`config.mk`:
```
export PLATFORM = sky130hd
export DESIGN_NAME = greedy_power_denomination_split_top
export DESIGN_NICKNAME = d
export VERILOG_FILES = /design/src/hw/rtl/gpds_pkg.sv /design/src/hw/rtl/gpds_div.sv /design/src/hw/rtl/greedy_power_denomination_split_top.sv
export SDC_FILE = /design/constraint.sdc
export NUM_CORES = 2
export LEC_CHECK = 0
export BUFFER_PORTS_ARGS = -buffer_cell sky130_fd_sc_hd__buf_2
export CORE_UTILIZATION = 65
export CTS_BUF_LIST = sky130_fd_sc_hd__clkbuf_16
export DETAILED_ROUTE_END_ITERATION = 6
export GPL_ROUTABILITY_DRIVEN = 0
export PLACE_DENSITY = 0.87
export SLEW_MARGIN = 25
export SYNTH_ARGS = -nofsm -noshare
export SYNTH_HDL_FRONTEND = slang
export SYNTH_HIERARCHICAL = 1
export SYNTH_SLANG_ARGS = --single-unit
export TNS_END_PERCENT = 5
```
`constraint.sdc`:
```
create_clock -name i_clk -period 21.7 [get_ports i_clk]
set_input_delay 2.17 -clock i_clk [delete_from_list [all_inputs] [get_ports i_clk]]
set_output_delay 2.17 -clock i_clk [all_outputs]
set_load 0.01 [all_outputs]
```
`src/hw/rtl/gpds_pkg.sv`:
```
`timescale 1ns / 1ps
// ----------------------------------------------------------------------------
// Greedy power-denomination split: shared definitions
// Field widths, configuration register indexes, parameter defaults and the
// status record of the shared divider.
// ----------------------------------------------------------------------------
package gpds_pkg;

    // Default width of the amount that is actually split.
    localparam int AMOUNT_BITS_DEF = 32;

    // Fixed field widths of the stream and configuration ports.
    localparam int FIELD_W  = 32;
    localparam int RADIX_W  = 16;
    localparam int TOPEXP_W = 5;
    localparam int CFG_IDX_W = 1;

    // Configuration register indexes.
    localparam logic [CFG_IDX_W-1:0] CFG_RADIX   = 1'd0;
    localparam logic [CFG_IDX_W-1:0] CFG_TOP_EXP = 1'd1;

    // Status of the shared divider as seen by the sequencer.
    typedef struct packed {
        logic busy;
        logic done;
    } t_div_stat;

endpackage

```
`src/hw/rtl/gpds_div.sv`:
```
`timescale 1ns / 1ps
// ----------------------------------------------------------------------------
// Greedy power-denomination split: shared divider
// Restoring divider that retires one quotient bit per cycle and returns both
// the quotient and the remainder.
// ----------------------------------------------------------------------------
module gpds_div #(
    parameter int W = 32
) (
    input  logic                i_clk,
    input  logic                i_rst_n,
    input  logic                i_start,
    input  logic [W-1:0]        i_dividend,
    input  logic [W-1:0]        i_divisor,
    output logic [W-1:0]        o_quot,
    output logic [W-1:0]        o_rem,
    output gpds_pkg::t_div_stat o_stat
);
    import gpds_pkg::*;

    localparam int CW = $clog2(W + 1);

    logic [W-1:0]  r_q;
    logic [W-1:0]  r_rem;
    logic [W-1:0]  r_d;
    logic [CW-1:0] r_cnt;
    logic          r_busy;
    logic          r_done;

    logic [W:0]    partial;
    logic          ge;
    logic [W:0]    diff;

    // One restoring step: shift in the next dividend bit and try a subtract.
    assign partial = {r_rem, r_q[W-1]};
    assign ge      = (partial >= {1'b0, r_d});
    assign diff    = partial - {1'b0, r_d};

    always_ff @(posedge i_clk) begin
        if (!i_rst_n) begin
            r_busy <= 1'b0;
            r_done <= 1'b0;
            r_cnt  <= '0;
        end else begin
            r_done <= 1'b0;
            if (i_start) begin
                r_busy <= 1'b1;
                r_cnt  <= CW'(W);
            end else if (r_busy) begin
                r_cnt <= r_cnt - 1'b1;
                if (r_cnt == CW'(1)) begin
                    r_busy <= 1'b0;
                    r_done <= 1'b1;
                end
            end
        end
    end

    always_ff @(posedge i_clk) begin
        if (i_start) begin
            r_q   <= i_dividend;
            r_rem <= '0;
            r_d   <= i_divisor;
        end else if (r_busy) begin
            r_q   <= {r_q[W-2:0], ge};
            r_rem <= ge ? diff[W-1:0] : partial[W-1:0];
        end
    end

    assign o_quot      = r_q;
    assign o_rem       = r_rem;
    assign o_stat.busy = r_busy;
    assign o_stat.done = r_done;

endmodule

```
`src/hw/rtl/greedy_power_denomination_split_top.sv`:
```
`timescale 1ns / 1ps
// ----------------------------------------------------------------------------
// Greedy power-denomination split: top level
// Splits each amount greedily into powers of a configurable radix and streams
// out one request per used denomination, followed by a total request.
// ----------------------------------------------------------------------------
// One amount is taken at a time. The block first climbs the powers of the
// radix with one multiply and one compare per step until the next power
// would exceed the amount or the top exponent is reached, keeping every
// power in a small table. It then walks back down: for each power that fits
// into what is left, a single shared restoring divider yields the count and
// the new remainder. Each result leaves through an output register, so a
// finished total can wait downstream while the next amount is already
// accepted. A radix below two acts as two. Configuration must be written
// only while idle.
// ----------------------------------------------------------------------------
module greedy_power_denomination_split_top #(
    parameter int AMOUNT_BITS = gpds_pkg::AMOUNT_BITS_DEF
) (
    input  logic                            i_clk,
    input  logic                            i_rst_n,
    // Configuration write port.
    input  logic                            i_cfg_we,
    input  logic [gpds_pkg::CFG_IDX_W-1:0]  i_cfg_idx,
    input  logic [gpds_pkg::RADIX_W-1:0]    i_cfg_data,
    // Input stream.
    input  logic                            s_axis_tvalid,
    output logic                            s_axis_tready,
    input  logic [31:0]                     s_axis_tdata,   // [31:0] amount
    // Output stream.
    output logic                            m_axis_tvalid,
    input  logic                            m_axis_tready,
    output logic [63:0]                     m_axis_tdata,   // [31:0] denomination, [63:32] count
    output logic                            m_axis_tuser,   // [0] is_total
    output logic                            m_axis_tlast    // last request of the run
);
    import gpds_pkg::*;

    // The amount field is 32 bits, so no more than that can be split.
    localparam int RW    = (AMOUNT_BITS < FIELD_W) ? AMOUNT_BITS : FIELD_W;
    localparam int PW    = RW + RADIX_W;
    localparam int DEPTH = 1 << TOPEXP_W;

    localparam logic [3:0] ST_IDLE  = 4'd0;
    localparam logic [3:0] ST_MUL   = 4'd1;
    localparam logic [3:0] ST_CHK   = 4'd2;
    localparam logic [3:0] ST_DESC  = 4'd3;
    localparam logic [3:0] ST_DIVW  = 4'd4;
    localparam logic [3:0] ST_EMIT  = 4'd5;
    localparam logic [3:0] ST_NEXT  = 4'd6;
    localparam logic [3:0] ST_LOAD  = 4'd7;
    localparam logic [3:0] ST_TOTAL = 4'd8;

    // Configuration registers.
    logic [RADIX_W-1:0]  r_radix;
    logic [TOPEXP_W-1:0] r_top_exp;
    logic [RADIX_W-1:0]  radix_eff;

    // Sequencer state.
    logic [3:0]          r_state, n_state;
    logic [RW-1:0]       r_left, n_left;
    logic [RW-1:0]       r_pow, n_pow;
    logic [TOPEXP_W-1:0] r_exp, n_exp;
    logic [RW-1:0]       r_tot, n_tot;
    logic [PW-1:0]       r_prod;

    // Power table: one write and one registered read per cycle.
    logic [RW-1:0]       r_pow_mem [DEPTH];
    logic [RW-1:0]       r_rd_data;
    logic                mem_we;
    logic [TOPEXP_W-1:0] mem_waddr;
    logic [RW-1:0]       mem_wdata;

    // Output register.
    logic                r_o_valid, n_o_valid;
    logic [RW-1:0]       r_o_denom, n_o_denom;
    logic [RW-1:0]       r_o_count, n_o_count;
    logic                r_o_total, n_o_total;
    logic                slot_free;

    // Shared divider.
    logic                div_start;
    logic [RW-1:0]       div_quot;
    logic [RW-1:0]       div_rem;
    t_div_stat           div_stat;

    assign radix_eff = (r_radix < RADIX_W'(2)) ? RADIX_W'(2) : r_radix;
    assign slot_free = !r_o_valid || m_axis_tready;

    always_ff @(posedge i_clk) begin
        if (!i_rst_n) begin
            r_radix   <= RADIX_W'(10);
            r_top_exp <= '0;
        end else if (i_cfg_we) begin
            case (i_cfg_idx)
                CFG_RADIX:   r_radix   <= i_cfg_data;
                CFG_TOP_EXP: r_top_exp <= i_cfg_data[TOPEXP_W-1:0];
                default: ;
            endcase
        end
    end

    gpds_div #(
        .W (RW)
    ) u_div (
        .i_clk      (i_clk),
        .i_rst_n    (i_rst_n),
        .i_start    (div_start),
        .i_dividend (r_left),
        .i_divisor  (r_pow),
        .o_quot     (div_quot),
        .o_rem      (div_rem),
        .o_stat     (div_stat)
    );

    always_comb begin
        n_state   = r_state;
        n_left    = r_left;
        n_pow     = r_pow;
        n_exp     = r_exp;
        n_tot     = r_tot;
        n_o_valid = r_o_valid && !m_axis_tready;
        n_o_denom = r_o_denom;
        n_o_count = r_o_count;
        n_o_total = r_o_total;
        mem_we    = 1'b0;
        mem_waddr = r_exp + 1'b1;
        mem_wdata = r_prod[RW-1:0];
        div_start = 1'b0;

        case (r_state)
            ST_IDLE: begin
                if (s_axis_tvalid) begin
                    n_left    = s_axis_tdata[RW-1:0];
                    n_pow     = RW'(1);
                    n_exp     = '0;
                    n_tot     = '0;
                    mem_we    = 1'b1;
                    mem_waddr = '0;
                    mem_wdata = RW'(1);
                    n_state   = ST_MUL;
                end
            end
            ST_MUL: begin
                // Climb no further than the top exponent.
                n_state = (r_exp == r_top_exp) ? ST_DESC : ST_CHK;
            end
            ST_CHK: begin
                // The next power is used only if it still fits in the amount.
                if (r_prod <= PW'(r_left)) begin
                    n_pow   = r_prod[RW-1:0];
                    n_exp   = r_exp + 1'b1;
                    mem_we  = 1'b1;
                    n_state = ST_MUL;
                end else begin
                    n_state = ST_DESC;
                end
            end
            ST_DESC: begin
                if (r_pow <= r_left) begin
                    div_start = 1'b1;
                    n_state   = ST_DIVW;
                end else begin
                    n_state = ST_NEXT;
                end
            end
            ST_DIVW: begin
                if (div_stat.done) begin
                    n_left  = div_rem;
                    n_tot   = r_tot + div_quot;
                    n_state = ST_EMIT;
                end
            end
            ST_EMIT: begin
                if (slot_free) begin
                    n_o_valid = 1'b1;
                    n_o_denom = r_pow;
                    n_o_count = div_quot;
                    n_o_total = 1'b0;
                    n_state   = ST_NEXT;
                end
            end
            ST_NEXT: begin
                if (r_exp == '0) begin
                    n_state = ST_TOTAL;
                end else begin
                    n_exp   = r_exp - 1'b1;
                    n_state = ST_LOAD;
                end
            end
            ST_LOAD: begin
                n_pow   = r_rd_data;
                n_state = ST_DESC;
            end
            ST_TOTAL: begin
                if (slot_free) begin
                    n_o_valid = 1'b1;
                    n_o_denom = '0;
                    n_o_count = r_tot;
                    n_o_total = 1'b1;
                    n_state   = ST_IDLE;
                end
            end
            default: begin
                n_state = ST_IDLE;
            end
        endcase
    end

    always_ff @(posedge i_clk) begin
        if (!i_rst_n) begin
            r_state   <= ST_IDLE;
            r_o_valid <= 1'b0;
        end else begin
            r_state   <= n_state;
            r_o_valid <= n_o_valid;
        end
    end

    always_ff @(posedge i_clk) begin
        r_left    <= n_left;
        r_pow     <= n_pow;
        r_exp     <= n_exp;
        r_tot     <= n_tot;
        r_o_denom <= n_o_denom;
        r_o_count <= n_o_count;
        r_o_total <= n_o_total;
        r_prod    <= PW'(r_pow) * PW'(radix_eff);
    end

    // The read in the step state fetches the power one exponent lower.
    always_ff @(posedge i_clk) begin
        if (mem_we) begin
            r_pow_mem[mem_waddr] <= mem_wdata;
        end
        r_rd_data <= r_pow_mem[r_exp - 1'b1];
    end

    assign s_axis_tready = (r_state == ST_IDLE);
    assign m_axis_tvalid = r_o_valid;
    assign m_axis_tdata  = {FIELD_W'(r_o_count), FIELD_W'(r_o_denom)};
    assign m_axis_tuser  = r_o_total;
    assign m_axis_tlast  = r_o_total;

endmodule

```
# Yosys cells after proc, flatten, opt, wreduce, memory -nomap -nowiden
# Memories as Yosys holds them, arrays and structs flattened. A register that Yosys moved wholly into a read port is not among the register bits.
# Cells that the tools add are included.
# word_totals
reg_bits	344
ram_bits	1024
in_bits	54
out_inout_bits	68
wordCells	124
mem_count	1
# mem_list
memory	depth	word_bits	read_ports	rd_ports_with_merged_regs	wr	line	rtl
r_pow_mem	32	32	1	1	1	greedy_power_denomination_split_top.sv:68	logic [RW-1:0] r_pow_mem [DEPTH];
# op_classes
add_sub_neg	5
multipliers	1
magnitude_cmp	4
eq_ne	16
mux	54
bitwise	3
n_reduce_logical	21
# op_table
cell	n
$mux W32	15
$pmux W32 S2	4
$pmux W32 S3	1
$le A48 B32 Y1	1
$mul A32 B16 Y48	1
$pmux W4 S9	1
$ge A33 B32 Y1	1
$add A32 B32 Y32	1
$le A32 B32 Y1	1
$sub A32 B32 Y32	1
$mux W5	5
$mux W4	5
$eq A4 B3 Y1 const B	4
$lt A16 B2 Y1 const B	1
$mux W16	1
$mux W1	15
$pmux W5 S3	1
$mux W6	2
$ne A2 B2 Y1 const B	5
$reduce_and A3 Y1	3
$eq A4 B2 Y1 const B	2
$reduce_and A4 Y1	2
$eq A6 B1 Y1 const B	1
$reduce_bool A2 Y1	3
other kinds (19)	27

# Logic depth before layout (Yosys ltp)
# logic_depth
depth_word	5
depth_mapped	27
depth_no_buf	24

# Modules after synthesis
# The synthesis kept the hierarchy.
# by_module_without_submodules
mod	n_inst	cells_per_inst	area_per_inst_um2	seq_area_each_um2
greedy_power_denomination_split_top	1	4517	67748.7	37856.3
gpds_div	1	606	6068.3	2722.6

# Worst setup path after synthesis
# OpenSTA, ideal clock, no wires.
# synth_path
kind	flip-flop to flip-flop
startpoint	reg r_radix[7]
endpoint	reg r_prod[46]
setup_time_ps	118
arrival_ps	6736
required_time_ps	21582
slack_ps	14846
stages_incl_launch_ff	24
path_buffers	2
period_less_slack_ps	6854
cell_sequence	dfxtp_1 > clkbuf_1 > nor4_1 > nand4_1 > nand2b_1 > clkbuf_1 > nand2_1 > fa_1 > fa_1 > fa_1 > inv_1 > fa_1 > fa_1 > inv_1 > fa_1 > inv_1 > ha_1 > and3_1 > or4b_4 > a21oi_4 > a2111oi_4 > or4_1 > a22o_1 > xnor2_1
# synth_between
elab_chain_cells	3
# synth_rtl
item	line	rtl
start, declared	greedy_power_denomination_split_top.sv:55	logic [RADIX_W-1:0] r_radix;
start signal, assigned	greedy_power_denomination_split_top.sv:96	CFG_RADIX: r_radix <= i_cfg_data;
$lt A16 B2 Y1	greedy_power_denomination_split_top.sv:87	assign radix_eff = (r_radix < RADIX_W'(2)) ? RADIX_W'(2) : r_radix;
$mux W16 *	greedy_power_denomination_split_top.sv:87	
$mul A32 B16 Y48 *	greedy_power_denomination_split_top.sv:228	r_prod <= PW'(r_pow) * PW'(radix_eff);
end signal, assigned	greedy_power_denomination_split_top.sv:228	
end, declared	greedy_power_denomination_split_top.sv:65	logic [PW-1:0] r_prod;
# Mark *: on every way between the ends. The rest lies on a longest branch, timed or not.
# A chain may end at the register's enable or synchronous reset.

# Worst setup path in the final report
# layout_path
startpoint	reg r_radix[4]
endpoint	reg r_prod[38]
# Same word-level chain as after synthesis.

==> out/results.tsv <==
stage	metric	value	unit
setup_path	Worst Reg-to-Reg Cells	24	
hold_path	Hold EP	r_radix[1]$_SDFFE_PN1P_	
timing	clock skew	0.05683	ns
setup_path	R2R Path Start	r_radix[4]$_SDFFE_PN0P_	
timing	RSZ-0062 raised after global routing	false	
route	DR WL/cell	30.59	µm
setup_path	CP Max Fanout	34	
setup_path	reg2reg setup slack	13.61	ns
synthesis	syn nets	5848	
clock_tree	Worst-path clk slew	0.06	ns
hold_path	worst hold path depth	2	
timing	setup_tns	0	ns
grt	first-pass GRT wire length	309500	µm
floorplanning	die area	114900	µm²
clock_tree	Hold-fix buffers, CTS	0	
timing	Slew Limit Fails	0	
floorplanning	Vert. Die Dim	339.0	µm
grt	vias in the first global route	47810	
route	DRC viols	1	
power_and_ir_drop	maximum vdd ir drop	0.00009357	V
floorplanning	num rows	123	
timing	worst slew pin tran	1.176	ns
timing	fin crit period	8.089	ns
clock_tree	clk_lat worst skew	0.76	ns
grt	Total GRT Usage	37.15	%
route	final WL	210300	µm
route	ANT nets after route	0	
hold_path	hold path start	r_radix[1]$_SDFFE_PN1P_	
timing	final setup vio count	0	
floorplanning	Core Region	112500	µm²
floorplanning	Die X-Extent	339.0	µm
finish	share of layout cells above drive strength 1	16.86	%
setup_path	CP arrival	8.75	ns
job	Max Cap Violations	0	
clock_tree	CTS tree	built	
setup_path	startpoint types	register	
outcome	status	finished with violations	
route	TritonRoute pass-1 iters	7	
synthesis	Avg Cell Area, Syn	14.41	µm²
timing	Fmax achieved	0.1236	GHz
route	post-detailed-route via-to-cell ratio	6.820	
floorplanning	Initial Utilization	65.61	%
setup_path	worst flop-to-flop path endpoint	r_prod[38]$_DFF_P_	
outcome	failing checks	design-rule violations	
timing	Slew HR	21.57	%
hold_path	worst hold path type	reg -> reg	
timing	Final Cycle Share	37.27	%
finish	final net count	5976	
setup_path	CP Capture Type	register	
setup_path	Worst Setup Path Type	reg -> reg	
route	via count	46900	
grt	gr ovfl total	0	
finish	Syn-to-layout area delta	9.988	%
clock_tree	Post-CTS Setup Repair Bufs	0	
synthesis	Mapped Area	73810	µm²
place	Post-DP HPWL	121800	µm
clock_tree	# clock sinks	1400	
place	Port-buffer cells	121	
clock_tree	Root Buffer	clkbuf_16	
power_and_ir_drop	LEAKAGE	30.73	nW
finish	commonest non-fill, non-tap cell in the layout	edfxtp_1	
clock_tree	H-tree Lvls	4	
timing	Fin. Hold Viols	0	
finish	commonest cells after routing, fill and taps aside	edfxtp_1, inv_1, nand2_1	
floorplanning	Top Ports	122	
clock_tree	Max Buffers Root-to-Sink	3	
clock_tree	Num CTS Buffers	140	
power_and_ir_drop	Pwr Density	110.8	nW/µm²
route	Iteration-0 DRC Markers	5863	
grt	initial antenna violation count	10	
setup_path	critical path required time	22.36	ns
power_and_ir_drop	Design Power	8.998	mW
synthesis	Yosys warning count	6	
clock_tree	cts repair resizes	0	
grt	largest net degree at the start of global routing	164	
synthesis	Synth Instances	5122	
registers in the layout, summed over array words and instances, names as in the netlist, 6 cells and up:
signal        cells
r_left           32
r_o_count        32
r_o_denom        32
r_pow            32
r_pow_mem      1024
r_prod           48
r_radix          16
r_rd_data        32
r_tot            32
u_div/o_quot     32
u_div/o_rem      32
u_div/r_cnt       6
u_div/r_d        32
cell type report:
class                   instances  area [µm²]
diodes                         10       25.02
fillers                      6455       31320
multi-input cells            2949       30620
well taps                    1500        1877
inverters                     527        1978
clock inverters               115       960.9
repair buffers                232        1540
flip-flops and latches       1400       40580
clock buffers                 144        3603
stage by stage:
stage	cells	util [%]	hold slack [ns]	worst slack [ns]	area (µm²)
3_5_place_dp	6600	67.96	0.4867	13.82	76450
3_3_place_gp	6600	67.96	0.4792	14.02	76450
2_1_floorplan	5122	-	0.4523	14.85	73810
6_report	6877	72.16	0.5120	13.61	81180
5_1_grt	6867	72.14	0.5425	13.31	81160
4_1_cts	6859	72.01	0.4972	13.72	81010
routing by layer:
metal  GRT usage, %  share of wire (%)  vias to the layer above
li1               -                  -                    18640
met1          46.59                 33                    23350
met2          58.76                 47                     3944
met3          9.404                 13                      970
met4          22.45                7.4                        0
met5              0                  0                        -
critical path, cell delays in order, from the launching register on:
cell	delay [ns]
dfxtp_1	0.30
buf_4	0.26
nor4_1	0.31
nand4_1	0.42
nand2b_1	0.19
buf_4	0.42
nand2_1	0.15
fa_1	0.53
fa_1	0.54
fa_1	0.53
inv_1	0.06
fa_1	0.49
fa_1	0.52
inv_1	0.06
fa_1	0.48
inv_1	0.04
ha_1	0.35
a21oi_1	0.18
o21ai_1	0.11
a311o_1	0.44
o311a_1	0.44
a2111oi_4	0.48
nor3_1	0.16
a311oi_1	0.38
xnor2_1	0.16
where the power goes:
group	total [mW]	switching (mW)	leakage, nW	internal, mW
sequential	3.56	0.217	12.7	3.35
clock	2.44	1.07	2.38	1.37
combinational	2.99	1.88	15.7	1.11
total	9.00	3.17	30.7	5.83
how the worst max path moves through the flow:
stage               cells past startpoint               startpoint  slack (ns)            endpoint
floorplan                              23  r_radix[7]$_SDFFE_PN0P_       14.85  r_prod[46]$_DFF_P_
global placement                       24  r_radix[7]$_SDFFE_PN0P_       14.02  r_prod[38]$_DFF_P_
detailed placement                     24  r_radix[4]$_SDFFE_PN0P_       13.82  r_prod[38]$_DFF_P_
CTS                                    24  r_radix[4]$_SDFFE_PN0P_       13.72  r_prod[38]$_DFF_P_
global route                           24  r_radix[4]$_SDFFE_PN0P_       13.31  r_prod[38]$_DFF_P_
finish                                 24  r_radix[4]$_SDFFE_PN0P_       13.61  r_prod[38]$_DFF_P_
(Power assumes the default switching activity.)
